`src/design/ejo_pkg.sv`:
```
// Package for the Exif orientation parser: parse phases, queue item type,
// byte-order join and rotation lookup. No dependencies.
`timescale 1ns / 1ps
package ejo_pkg;
	localparam int HDR_BYTES = 8;
	localparam int Q_DEPTH = 4;
	localparam logic [7:0] MK_FF = 8'hFF;
	localparam logic [7:0] MK_SOI = 8'hD8;
	localparam logic [7:0] MK_SOS = 8'hDA;
	localparam logic [7:0] MK_APP1 = 8'hE1;
	localparam logic [7:0] MK_TEM = 8'h01;
	localparam logic [7:0] MK_RST0 = 8'hD0;
	localparam logic [7:0] MK_EOI = 8'hD9;
	localparam logic [15:0] TIFF_MAGIC = 16'h002A;
	localparam logic [15:0] TAG_ORIENT = 16'h0112;
	localparam logic [15:0] TYPE_SHORT = 16'h0003;
	localparam logic [15:0] ENTRY_BYTES = 16'd12;
	localparam logic [7:0] ORD_II = 8'h49;
	localparam logic [7:0] ORD_MM = 8'h4D;

	typedef enum logic [3:0] {
		PH_SOI0, PH_SOI1, PH_MARK_FF, PH_MARK_CODE, PH_LEN_HI, PH_LEN_LO,
		PH_EXIF_ID, PH_SKIP, PH_TIFF_HDR, PH_IFD_SKIP, PH_CNT0, PH_CNT1,
		PH_ENTRY, PH_ENTRY_MATCH, PH_ENTRY_OTHER, PH_DONE
	} phase_t;

	typedef struct packed {
		logic [7:0] data;
		logic       last;
		logic       is_ff;
		logic       is_standalone;
		logic       is_sos;
	} item_t;

	function automatic logic [15:0] join16(input logic big, input logic [7:0] first,
		input logic [7:0] second);
		return big ? {first, second} : {second, first};
	endfunction

	function automatic logic [7:0] exif_char(input logic [2:0] idx);
		logic [7:0] c;
		unique case (idx)
			3'd0: c = 8'h45;
			3'd1: c = 8'h78;
			3'd2: c = 8'h69;
			3'd3: c = 8'h66;
			default: c = 8'h00;
		endcase
		return c;
	endfunction

	function automatic logic [1:0] turns_of(input logic [3:0] o);
		logic [1:0] t;
		unique case (o)
			4'd3, 4'd4: t = 2'd2;
			4'd5, 4'd8: t = 2'd3;
			4'd6, 4'd7: t = 2'd1;
			default: t = 2'd0;
		endcase
		return t;
	endfunction
endpackage

```
`src/design/ejo_if.sv`:
```
// Valid/ready channel interfaces for file bytes and orientation results.
// Depends on nothing.
`timescale 1ns / 1ps
interface ejo_byte_if;
	logic       valid;
	logic       ready;
	logic [7:0] data_byte;
	logic       last_byte;
	modport source(output valid, data_byte, last_byte, input ready);
	modport sink(input valid, data_byte, last_byte, output ready);
endinterface

interface ejo_result_if;
	logic       valid;
	logic       ready;
	logic [3:0] orientation;
	logic [1:0] quarter_turns;
	modport source(output valid, orientation, quarter_turns, input ready);
	modport sink(input valid, orientation, quarter_turns, output ready);
endinterface

```
`src/design/ejo_front.sv`:
```
// Front end: accept file bytes and tag them with marker classes.
// Depends on ejo_pkg and ejo_if.
`timescale 1ns / 1ps
module ejo_front import ejo_pkg::*; (
	ejo_byte_if.sink byte_ch,
	input  logic     q_full,
	output logic     push,
	output item_t    push_item
);
	assign byte_ch.ready = !q_full;
	assign push = byte_ch.valid && !q_full;
	always_comb begin
		push_item.data = byte_ch.data_byte;
		push_item.last = byte_ch.last_byte;
		push_item.is_ff = (byte_ch.data_byte == MK_FF);
		push_item.is_standalone = (byte_ch.data_byte == MK_TEM) ||
			((byte_ch.data_byte >= MK_RST0) && (byte_ch.data_byte <= MK_EOI));
		push_item.is_sos = (byte_ch.data_byte == MK_SOS);
	end
endmodule

```
`src/design/ejo_queue.sv`:
```
// Short queue between classifier and parser.
// Depends on ejo_pkg.
`timescale 1ns / 1ps
module ejo_queue import ejo_pkg::*; (
	input  logic  clk,
	input  logic  arst_n,
	input  logic  push,
	input  item_t push_item,
	output logic  full,
	input  logic  pop,
	output logic  valid,
	output item_t head
);
	localparam int AW = $clog2(Q_DEPTH);
	item_t mem_q [Q_DEPTH];
	logic [AW-1:0] wr_q, rd_q;
	logic [AW:0] cnt_q;

	assign full = (cnt_q == (AW+1)'(Q_DEPTH));
	assign valid = (cnt_q != '0);
	assign head = mem_q[rd_q];

	always_ff @(posedge clk) begin
		if (push) mem_q[wr_q] <= push_item;
	end

	always_ff @(posedge clk or negedge arst_n) begin
		if (!arst_n) begin
			wr_q <= '0;
			rd_q <= '0;
			cnt_q <= '0;
		end else begin
			if (push) wr_q <= wr_q + 1'b1;
			if (pop) rd_q <= rd_q + 1'b1;
			cnt_q <= cnt_q + (AW+1)'(push) - (AW+1)'(pop);
		end
	end
endmodule

```
`src/design/ejo_back.sv`:
```
// Back end: marker walk, Exif/TIFF header and IFD0 scan, result register.
// Depends on ejo_pkg and ejo_if.
`timescale 1ns / 1ps
module ejo_back import ejo_pkg::*; (
	input  logic       clk,
	input  logic       arst_n,
	input  logic [3:0] default_orientation,
	input  logic       q_valid,
	input  item_t      q_head,
	output logic       pop,
	ejo_result_if.source result_ch
);
	phase_t phase_q, phase_n;
	logic [15:0] seg_pos_q, seg_pos_n, seg_len_q, seg_len_n;
	logic [15:0] tpos_q, tpos_n, tlim_q, tlim_n;
	logic [15:0] ent_q, ent_n, fa_q, fa_n;
	logic [31:0] off_q, off_n;
	logic big_q, big_n, ans_q, ans_n, replay_q, replay_n;
	logic [7:0] hdr_q [HDR_BYTES];
	logic hdr_we;
	logic out_valid_q, out_valid_n;
	logic [3:0] out_o_q, out_o_n;
	logic step, out_ok, dec;
	logic [3:0] dec_val;
	logic [7:0] b;

	assign out_ok = !out_valid_q || result_ch.ready;
	assign step = out_ok && (replay_q || q_valid);
	assign pop = step && !replay_q;
	assign b = replay_q ? hdr_q[tpos_q[2:0]] : q_head.data;

	always_comb begin
		logic [15:0] len_v, j_v, ent_v, tp1;
		logic [31:0] off_v;
		phase_n = phase_q; seg_pos_n = seg_pos_q; seg_len_n = seg_len_q;
		tpos_n = tpos_q; tlim_n = tlim_q; ent_n = ent_q; fa_n = fa_q;
		off_n = off_q; big_n = big_q; ans_n = ans_q; replay_n = replay_q;
		hdr_we = 1'b0; dec = 1'b0; dec_val = default_orientation;
		len_v = {seg_len_q[15:8], b};
		j_v = join16(big_q, fa_q[7:0], b);
		tp1 = tpos_q + 16'd1;
		ent_v = '0;
		off_v = big_q ? {hdr_q[4], hdr_q[5], hdr_q[6], b} : {b, hdr_q[6], hdr_q[5], hdr_q[4]};
		if (step && !ans_q) begin
			unique case (phase_q)
				PH_SOI0: if (q_head.is_ff) phase_n = PH_SOI1; else dec = 1'b1;
				PH_SOI1: if (b == MK_SOI) phase_n = PH_MARK_FF; else dec = 1'b1;
				PH_MARK_FF: if (q_head.is_ff) phase_n = PH_MARK_CODE; else dec = 1'b1;
				PH_MARK_CODE: begin
					fa_n = {8'd0, b};
					if (q_head.is_standalone) phase_n = PH_MARK_FF;
					else if (q_head.is_sos) dec = 1'b1;
					else phase_n = PH_LEN_HI;
				end
				PH_LEN_HI: begin
					seg_len_n = {b, 8'd0};
					phase_n = PH_LEN_LO;
				end
				PH_LEN_LO: begin
					if (len_v < 16'd2) dec = 1'b1;
					else begin
						seg_len_n = len_v - 16'd2;
						seg_pos_n = '0;
						if (fa_q == {8'd0, MK_APP1} && len_v >= 16'd8) phase_n = PH_EXIF_ID;
						else if (len_v == 16'd2) phase_n = PH_MARK_FF;
						else phase_n = PH_SKIP;
					end
				end
				PH_EXIF_ID: begin
					seg_pos_n = seg_pos_q + 16'd1;
					if (b != exif_char(seg_pos_q[2:0])) begin
						phase_n = (seg_pos_n >= seg_len_q) ? PH_MARK_FF : PH_SKIP;
					end else if (seg_pos_n >= 16'd6) begin
						tlim_n = seg_len_q - 16'd6;
						tpos_n = '0;
						if (tlim_n < 16'(HDR_BYTES)) dec = 1'b1;
						else phase_n = PH_TIFF_HDR;
					end
				end
				PH_SKIP: begin
					seg_pos_n = seg_pos_q + 16'd1;
					if (seg_pos_n >= seg_len_q) phase_n = PH_MARK_FF;
				end
				PH_TIFF_HDR: begin
					if (tpos_q >= 16'(HDR_BYTES)) dec = 1'b1;
					else begin
						hdr_we = 1'b1;
						tpos_n = tp1;
						if (tpos_q == 16'd1) begin
							if (hdr_q[0] == ORD_II && b == ORD_II) big_n = 1'b0;
							else if (hdr_q[0] == ORD_MM && b == ORD_MM) big_n = 1'b1;
							else dec = 1'b1;
						end else if (tpos_q == 16'd3) begin
							if (join16(big_q, hdr_q[2], b) != TIFF_MAGIC) dec = 1'b1;
						end else if (tpos_q == 16'(HDR_BYTES - 1)) begin
							off_n = off_v;
							if ({1'b0, off_v} + 33'd2 > {17'd0, tlim_q}) dec = 1'b1;
							else if (off_v < 32'(HDR_BYTES)) begin
								phase_n = PH_CNT0;
								tpos_n = off_v[15:0];
								replay_n = 1'b1;
							end else if (off_v == 32'(HDR_BYTES)) phase_n = PH_CNT0;
							else phase_n = PH_IFD_SKIP;
						end
					end
				end
				PH_IFD_SKIP: begin
					tpos_n = tp1;
					if ({16'd0, tp1} >= off_q) phase_n = PH_CNT0;
				end
				PH_CNT0: begin
					tpos_n = tp1;
					fa_n = {8'd0, b};
					phase_n = PH_CNT1;
				end
				PH_CNT1, PH_ENTRY_OTHER: begin
					tpos_n = tp1;
					if (phase_q == PH_CNT1) ent_v = j_v;
					else begin
						seg_pos_n = seg_pos_q + 16'd1;
						ent_v = ent_q - 16'd1;
					end
					if (phase_q == PH_CNT1 || seg_pos_q >= 16'd11) begin
						ent_n = ent_v;
						if (ent_v == '0 || ({1'b0, tp1} + {1'b0, ENTRY_BYTES} > {1'b0, tlim_q}))
							dec = 1'b1;
						else begin
							seg_pos_n = '0;
							phase_n = PH_ENTRY;
						end
					end
				end
				PH_ENTRY: begin
					tpos_n = tp1;
					seg_pos_n = seg_pos_q + 16'd1;
					if (seg_pos_q == '0) fa_n = {8'd0, b};
					else phase_n = (j_v == TAG_ORIENT) ? PH_ENTRY_MATCH : PH_ENTRY_OTHER;
				end
				PH_ENTRY_MATCH: begin
					tpos_n = tp1;
					seg_pos_n = seg_pos_q + 16'd1;
					if (seg_pos_q == 16'd2 || seg_pos_q == 16'd8) fa_n = {8'd0, b};
					else if (seg_pos_q == 16'd3) begin
						if (j_v != TYPE_SHORT) dec = 1'b1;
					end else if (seg_pos_q == 16'd9) fa_n = j_v;
					else if (seg_pos_q >= 16'd11) begin
						dec = 1'b1;
						if (fa_q >= 16'd1 && fa_q <= 16'd8) dec_val = fa_q[3:0];
					end
				end
				PH_DONE: ;
				default: ;
			endcase
			if (dec) begin
				phase_n = PH_DONE;
				ans_n = 1'b1;
			end
		end
		if (step && replay_q)
			replay_n = (tpos_n < 16'(HDR_BYTES)) && !ans_n;
		if (step && !replay_q && q_head.last) begin
			if (!ans_n) dec = 1'b1;
			phase_n = PH_SOI0; seg_pos_n = '0; seg_len_n = '0; tpos_n = '0;
			tlim_n = '0; big_n = 1'b0; off_n = '0; ent_n = '0; fa_n = '0;
			ans_n = 1'b0; replay_n = 1'b0;
		end
		out_valid_n = out_valid_q && !result_ch.ready;
		out_o_n = out_o_q;
		if (step && dec) begin
			out_valid_n = 1'b1;
			out_o_n = dec_val;
		end
	end

	always_ff @(posedge clk) begin
		if (hdr_we) hdr_q[tpos_q[2:0]] <= b;
		out_o_q <= out_o_n;
	end

	always_ff @(posedge clk or negedge arst_n) begin
		if (!arst_n) begin
			phase_q <= PH_SOI0; seg_pos_q <= '0; seg_len_q <= '0; tpos_q <= '0;
			tlim_q <= '0; big_q <= 1'b0; off_q <= '0; ent_q <= '0; fa_q <= '0;
			ans_q <= 1'b0; replay_q <= 1'b0; out_valid_q <= 1'b0;
		end else begin
			phase_q <= phase_n; seg_pos_q <= seg_pos_n; seg_len_q <= seg_len_n;
			tpos_q <= tpos_n; tlim_q <= tlim_n; big_q <= big_n; off_q <= off_n;
			ent_q <= ent_n; fa_q <= fa_n; ans_q <= ans_n; replay_q <= replay_n;
			out_valid_q <= out_valid_n;
		end
	end

	assign result_ch.valid = out_valid_q;
	assign result_ch.orientation = out_o_q;
	assign result_ch.quarter_turns = turns_of(out_o_q);

`ifndef SYNTH
	a_replay_in_hdr: assert property (@(posedge clk) disable iff (!arst_n)
		replay_q |-> (tpos_q < 16'(HDR_BYTES)))
		else $error("replay past header buffer");
	a_done_answered: assert property (@(posedge clk) disable iff (!arst_n)
		(phase_q == PH_DONE) |-> ans_q)
		else $error("done without answer");
	a_replay_no_pop: assert property (@(posedge clk) disable iff (!arst_n)
		replay_q |-> !pop)
		else $error("queue popped during replay");
`endif
endmodule

```
`src/design/jpeg_exif_orientation_parser.sv`:
```
// Top level of the JPEG Exif orientation parser: config register, front end,
// queue and back end. Depends on ejo_pkg, ejo_if, ejo_front, ejo_queue, ejo_back.
//
// channel    dir  payload                        handshake
// byte_ch    in   data_byte[7:0], last_byte      valid/ready
// result_ch  out  orientation[3:0], quarter_turns[1:0]  valid/ready
// cfg        in   cfg_wdata[3:0] (default_orientation)  cfg_we, no ready
//
// One byte per cycle sustained but for the stalls below: the parser consumes one
// queued request per cycle. When the IFD0 offset points inside the first 8 TIFF
// bytes, the parser replays the buffered bytes from that offset, one per cycle, and
// holds the queue meanwhile. Reset clears all control state; default_orientation goes
// to 1. A stalled result holds in the output register; the parser stalls whenever that
// register holds a result not yet taken, and the 4-entry queue absorbs input meanwhile.
`timescale 1ns / 1ps
module jpeg_exif_orientation_parser import ejo_pkg::*; (
	input  logic       clk,
	input  logic       arst_n,
	input  logic       cfg_we,
	input  logic [3:0] cfg_wdata,
	ejo_byte_if.sink   byte_ch,
	ejo_result_if.source result_ch
);
	logic [3:0] default_q;
	logic push, q_full, q_valid, pop;
	item_t push_item, q_head;

	// Hold the default orientation; user rule, not enforced: written only while idle.
	always_ff @(posedge clk or negedge arst_n) begin
		if (!arst_n) default_q <= 4'd1;
		else if (cfg_we) default_q <= cfg_wdata;
	end

	// Classify each accepted byte and push it into the queue.
	ejo_front u_front (
		.byte_ch(byte_ch), .q_full(q_full), .push(push), .push_item(push_item)
	);

	ejo_queue u_queue (
		.clk(clk), .arst_n(arst_n), .push(push), .push_item(push_item),
		.full(q_full), .pop(pop), .valid(q_valid), .head(q_head)
	);

	// Advance the parse one request per cycle unless stalled; drive the result register.
	ejo_back u_back (
		.clk(clk), .arst_n(arst_n), .default_orientation(default_q),
		.q_valid(q_valid), .q_head(q_head), .pop(pop), .result_ch(result_ch)
	);
endmodule

```
`src/flat_wrapper.sv`:
```
// flat-port wrapper written by rule: the top's interface ports become plain ports
module jpeg_exif_orientation_parser_flat import ejo_pkg::*;
  (clk, arst_n, cfg_we, cfg_wdata, byte_ch_valid, byte_ch_data_byte, byte_ch_last_byte, byte_ch_ready, result_ch_valid, result_ch_orientation, result_ch_quarter_turns, result_ch_ready);
  ejo_byte_if byte_ch_i ();
  ejo_result_if result_ch_i ();
  input  logic clk;
  input  logic arst_n;
  input  logic cfg_we;
  input  logic [3:0] cfg_wdata;
  input wire logic [$bits(byte_ch_i.valid)-1:0] byte_ch_valid;
  input wire logic [$bits(byte_ch_i.data_byte)-1:0] byte_ch_data_byte;
  input wire logic [$bits(byte_ch_i.last_byte)-1:0] byte_ch_last_byte;
  output wire logic [$bits(byte_ch_i.ready)-1:0] byte_ch_ready;
  output wire logic [$bits(result_ch_i.valid)-1:0] result_ch_valid;
  output wire logic [$bits(result_ch_i.orientation)-1:0] result_ch_orientation;
  output wire logic [$bits(result_ch_i.quarter_turns)-1:0] result_ch_quarter_turns;
  input wire logic [$bits(result_ch_i.ready)-1:0] result_ch_ready;
  assign byte_ch_i.valid = byte_ch_valid;
  assign byte_ch_i.data_byte = byte_ch_data_byte;
  assign byte_ch_i.last_byte = byte_ch_last_byte;
  assign byte_ch_ready = byte_ch_i.ready;
  assign result_ch_valid = result_ch_i.valid;
  assign result_ch_orientation = result_ch_i.orientation;
  assign result_ch_quarter_turns = result_ch_i.quarter_turns;
  assign result_ch_i.ready = result_ch_ready;
  jpeg_exif_orientation_parser u_core (.clk(clk), .arst_n(arst_n), .cfg_we(cfg_we), .cfg_wdata(cfg_wdata), .byte_ch(byte_ch_i), .result_ch(result_ch_i));
endmodule
```
`config.mk`:
```
export PLATFORM = sky130hd
export DESIGN_NAME = jpeg_exif_orientation_parser_flat
export DESIGN_NICKNAME = d
export VERILOG_FILES = /design/src/design/ejo_pkg.sv /design/src/design/ejo_if.sv /design/src/design/ejo_front.sv /design/src/design/ejo_queue.sv /design/src/design/ejo_back.sv /design/src/design/jpeg_exif_orientation_parser.sv /design/src/flat_wrapper.sv
export SDC_FILE = /design/constraint.sdc
export NUM_CORES = 1
export LEC_CHECK = 0
export BUFFER_PORTS_ARGS = -buffer_cell sky130_fd_sc_hd__buf_2
export CAP_MARGIN = 20
export CORE_ASPECT_RATIO = 0.75
export CORE_UTILIZATION = 29
export CTS_BUF_LIST = sky130_fd_sc_hd__clkbuf_8 sky130_fd_sc_hd__clkbuf_16
export DETAILED_ROUTE_END_ITERATION = 10
export MAX_ROUTING_LAYER = met4
export PLACE_DENSITY = 0.44
export SLEW_MARGIN = 20
export SYNTH_ARGS = -nofsm -noshare
export SYNTH_HDL_FRONTEND = slang
export SYNTH_SLANG_ARGS = --single-unit
```
`constraint.sdc`:
```
create_clock -name clk -period 6 [get_ports clk]
set_input_delay 0.6 -clock clk [delete_from_list [all_inputs] [get_ports clk]]
set_output_delay 0.6 -clock clk [all_outputs]
set_load 0.005 [all_outputs]
```
# Word-level counts from Yosys, hierarchy flattened
# Memories as Yosys holds them, arrays and structs flattened.
# Index checks and enable logic that the tools add are counted.
# word_totals
regBits	151
ram_bits	112
in_bits	18
n_memories	2
# op_classes
add_sub_neg	11
order_cmp	16
n_eq_ne	75
mux	148
reduce_logical	65
# mem_list
memory	depth	word_bits	rd	rd_clocked_by_memory_dff	wr	line	rtl
u_core.u_back.hdr_q	8	8	6	0	1	ejo_back.sv:19	logic [7:0] hdr_q [HDR_BYTES];
u_core.u_queue.mem_q	4	12	1	0	1	ejo_queue.sv:15	item_t mem_q [Q_DEPTH];
# op_table
cell	count
$mux 16	39
$mux 32	8
$pmux 16 s3	3
$mux 4	29
$eq 16x2->1 const B	4
$ne 4x4->1 const B	14
$mux 1	55
$pmux 4 s13	1
$ge 16x4->1 const B	3
$add 32x2->33 const B	1
$gt 33x16->1	1
$add 16x1->16 const B	2
$eq 16x4->1 const B	2
$eq 32x4->1 const B	1
$eq 4x3->1 const B	8
$eq 4x4->1 const B	8
$eq 8x7->1 const B	4
$ge 16x32->1	1
$logic_not 16->1	2
$lt 16x4->1 const B	2
$lt 32x4->1 const B	1
$pmux 16 s2	1
$pmux 7 s4	1
$eq 8x8->1 const B	3
other kinds (57)	121

# Depth between registers and ports, before layout
# An unclocked memory read counts as a cell.
# logic_depth
depth_word	18
mapped_depth	27
mapped_depth_nobuf	24

# By module
# A second synthesis with hierarchy kept.
# unflattened
hier_cells	1899
area_unflattened_um2	17614.4
# modules_own_cells
mod	instances	cells_each	area_each_um2	seq_area_each_um2
ejo_back	1	1772	15174.6	5445.2
ejo_queue	1	97	2149.6	1616.6
jpeg_exif_orientation_parser	1	8	146.4	101.3
ejo_front	1	22	143.9	0.0

# Least setup slack after synthesis
# OpenSTA, ideal clock, no wires.
# synth_timing
path_kind	reg2reg
startpoint	register u_core.u_back.big_q
endpoint	register u_core.u_back.replay_q
setup_ps	81
arrival_ps	5342
path_slack_ps	577
stages_incl_launch_ff	24
path_buffers	8
period_less_slack_ps	5423
cell_sequence	dfrtp_1 > buf_2 > buf_2 > buf_2 > buf_1 > clkbuf_1 > clkbuf_1 > buf_1 > buf_1 > a21oi_1 > xor2_1 > ha_1 > a21o_1 > a21o_1 > a21oi_1 > nor2_1 > o41ai_1 > a21o_1 > nor3b_1 > nor2_1 > a211oi_1 > nand3_1 > o311a_1 > nor3_2
# synth_via
elab_chain_cells	16
# synth_lines
item	line	rtl
start: declaration	ejo_back.sv:18	logic big_q, big_n, ans_q, ans_n, replay_q, replay_n;
start signal: assignment	ejo_back.sv:187	tpos_q <= tpos_n; tlim_q <= tlim_n; big_q <= big_n; off_q <= off_n;
parallel branches: the longest is 16 deep, another holds $add 32x2->33	n/a	
end signal: assignment	ejo_back.sv:188	ent_q <= ent_n; fa_q <= fa_n; ans_q <= ans_n; replay_q <= replay_n;
end: declaration	ejo_back.sv:18	
# Parallel ways; which one is timed is not known. The select of a mux whose other input is x is not followed.
# A chain may end at the register's enable or synchronous reset.

# Worst setup path after layout
# layout_timing
startpoint	register u_core.u_back.tpos_q[2]
endpoint	register u_core.u_back.phase_q[0]
# layout_via
elab_chain_cells	15
# layout_lines
item	line	rtl
start: declaration	ejo_back.sv:15	logic [15:0] tpos_q, tpos_n, tlim_q, tlim_n;
start signal: assignment	ejo_back.sv:187	
$mem_v2 8x8 (*)	n/a	
$mux 8 (*)	ejo_back.sv:30	assign b = replay_q ? hdr_q[tpos_q[2:0]] : q_head.data;
net u_core.u_back.b[2]	ejo_back.sv:25	logic [7:0] b;
parallel branches: the longest is 13 deep, another holds $add 32x2->33	n/a	
end signal: assignment	ejo_back.sv:186	phase_q <= phase_n; seg_pos_q <= seg_pos_n; seg_len_q <= seg_len_n;
end: declaration	ejo_back.sv:13	phase_t phase_q, phase_n;
# Mark *: on every way through the listed nets, which the timed path passes. The select of a mux whose other input is x is not followed.

==> out/results.ini <==
[grt]
first_global_vias=14590
grt_pass1_wl_um=98790
antenna_found_initial=1
track_usage=0.2190
grt_max_degree=79
grt_overflow_total=0

[worst_setup_path]
path_depth=24
path_cells=nand2b_1, mux4_2, a31o_2, clkinv_1, nand2_1, a21boi_0, inv_1, ha_2, o221ai_1, o31ai_2, nand2_1, xor2_1, ha_1, nor2b_1, o21ai_0, a21oi_1, o41ai_1, a21o_1, o21ai_0, a21oi_1, a31oi_1, or4b_4, a21oi_2, a32oi_1
cp_top_family=compound AO/OA/AOI/OAI gates
critPathLaunch=u_core.u_back.tpos_q[2]
end_kind=flop
rrSetupSlack_ns=0.40
rr_worst_depth=24
crit_required_ns=6.45
r2r-start=u_core.u_back.tpos_q[2]
max_stage_delay_ns=0.58
crit_fanout=9
worst-setup-path-type=flop to flop
critPathLaunchType=flop
worstPathArrival_ns=6.06
setup.worst_path.end=u_core.u_back.phase_q[0]
path_buf_inv=2
r2r_end=u_core.u_back.phase_q[0]
crit_path_top_delay_cell=or4b_4

[finish]
layoutNonFillerInstCount=2718
num-nets-final=2009
seqCellArea_mm2=0.007164
fillers=6172
area_growth_pct=13.64
largest_register_ffs=64
final_common_cell=nor2_1
final_cell_mix=212 x nor2_1, 145 x dfrtp_1, 131 x nand2_1
drive_above_1_share=0.1282
multiInputGateArea_mm2=0.009558
final_core_util=0.3355

[power]
ir_drop_uv=235.9
powerDensity_mw_per_mm2=430.5
leakage_uw=0.007581

[cts]
cts_max_level=1
cts.clk_slew.worst_paths_ns=0.07
insertion_delay_ns=0.59
cts_root_buf=clkbuf_16
cts_resized=0
cts_inserted_buffers=30
cts_tree=yes
cts_hold_buf=0
clock_path_buffers=3
clkSinkCount=263
post_cts_buffers=0

[synth]
synth.largest_area_cell=dfrtp_1
synth_seq_cells=263
synth_top_flop_cell=dfrtp_1
synth_cell_types=94
synthSimpleGateAreaFrac=0.1963
synth_adder_area_share=0.06194
syn_nets=1971
synth_compound_area_frac=0.1718
synth_top_area_share=0.2089
syn-instance-count=1867
ys_seq_area_frac=0.4095
synth_mux_area_frac=0.06795
avgSynthCellArea_um2=9.370
synth_top_family_by_area=simple AND/OR/NAND/NOR gates
async_reset_ff_frac=0.5589
syn-cell-area_mm2=0.01749
synth_edf_count=116
ys_warn_count=0
synth_xor_area_frac=0.04556
synth.area.top_cells=dfrtp_1 21%, edfxtp_1 20%, ha_1 6.1%

[timing]
finClkSkew_ns=0.01423
period_share=0.9340
fmax_mhz=178.4
finalHoldViolCount=0
slew_violations=0
finalWorstSetupSlack_ns=0.3957
tightest_slew_ns=1.068
grt_setup_unrepaired=false
finalSetupViolations=0
fin_tns_setup_ns=0
finalCriticalPeriod_ns=5.604
slew-limit-headroom=0.2847

[placed_design]
port_buffers=25
pre_cts_slack_ns=0.3033
place_congestion=0.9489
dp_hpwl_um=49430
place_inst=2663

[route]
ant_nets=0
vias=15280
avgViaCountPerCell=5.622
drt_iter0_drc=1591
finalWirelength_um=65470
dr.pass1.iters=6
wl_per_cell_um=24.09
drc=0

[outcome]
outcome=completed

[floorplanning]
std_cell_rows=77
die_w_um=285.6
initial_core_util=0.2952
die_area_mm2=0.06132
core_mm2=0.05925
die-height_um=214.7
ios=26

[flow_run]
drv_cap=0

[hold_path]
hp-class=primary input to asynchronous set/reset pin

==> routing by layer <==
layer / global-route usage / wire [um] / vias up
met3: 0.03068 / 4699 / 69
li1: - / - / 6992
met4: 0.03850 / 1166 / 0
met2: 0.2916 / 26350 / 556
met5: - / 0 / -
met1: 0.3454 / 33260 / 7664
==> worst min path at each step <==
stage / from / end / cells after the start
finish: arst_n / u_core.u_back.tpos_q[1] / 1
global route: arst_n / u_core.u_back.tpos_q[1] / 1
CTS: arst_n / u_core.u_queue.rd_q[1] / 1
detailed placement: u_core.u_back.fa_q[13] / u_core.u_back.fa_q[13] / 1
global placement: u_core.u_back.seg_len_q[1] / u_core.u_back.seg_len_q[1] / 2
floorplan: arst_n / u_core.default_q[1] / 0
==> logic make-up after synthesis <==
family	Yosys count
and+or+nand+nor	690
AOI/OAI and AO/OA	436
DFF	263
buffers and inverters	202
muxes	99
xor gates and xnor gates	91
adders and majority gates	86
==> stage by stage <==
stage                     instance area [um^2]  hold WS, ns  total power, uW
final                                    19880      0.04590             8557
after global routing                     19880       0.1175             9006
after CTS                                19840       0.1096             8550
after detailed placement                 18850       0.4969             6610
after global placement                   18850       0.4922             6604
after floorplan                          17490       0.3044             4988
==> power breakdown <==
group          internal [uW]  switching, uW  leakage (uW)
clock                   1080            826      0.000489
combinational           1360           2760       0.00403
sequential              2210            318       0.00306
total                   4650           3900       0.00758
==> layout make-up <==
class | instances | area share
Antenna cell | 1 | 0.0001259
Clock buffer | 32 | 0.03972
Clock inverter | 22 | 0.01032
Inverter | 99 | 0.01869
Multi-Input combinational cell | 1402 | 0.4808
Sequential cell | 263 | 0.3604
Tap cell | 790 | 0.04972
Timing Repair Buffer | 109 | 0.04022
==> synthesized netlist by cell type (all sizes together), types with 8 or more instances <==
cell / count
nor2: 214
dfrtp: 146
nand2: 131
edfxtp: 116
inv: 95
o21ai: 95
a21oi: 92
ha: 85
clkbuf: 73
nor3: 64
mux2i: 58
nand3: 56
xnor2: 56
a211oi: 53
nor4: 45
nand4: 38
xor2: 35
buf: 30
mux2: 28
nor2b: 20
nand2b: 19
o31ai: 19
a22o: 18
a31oi: 18
and3: 18
or3: 18
a22oi: 17
and2: 17
a21o: 14
mux4: 13
o211ai: 12
nor3b: 9
a2111oi: 8
No activity file was read; power rests on OpenSTA's default activity.
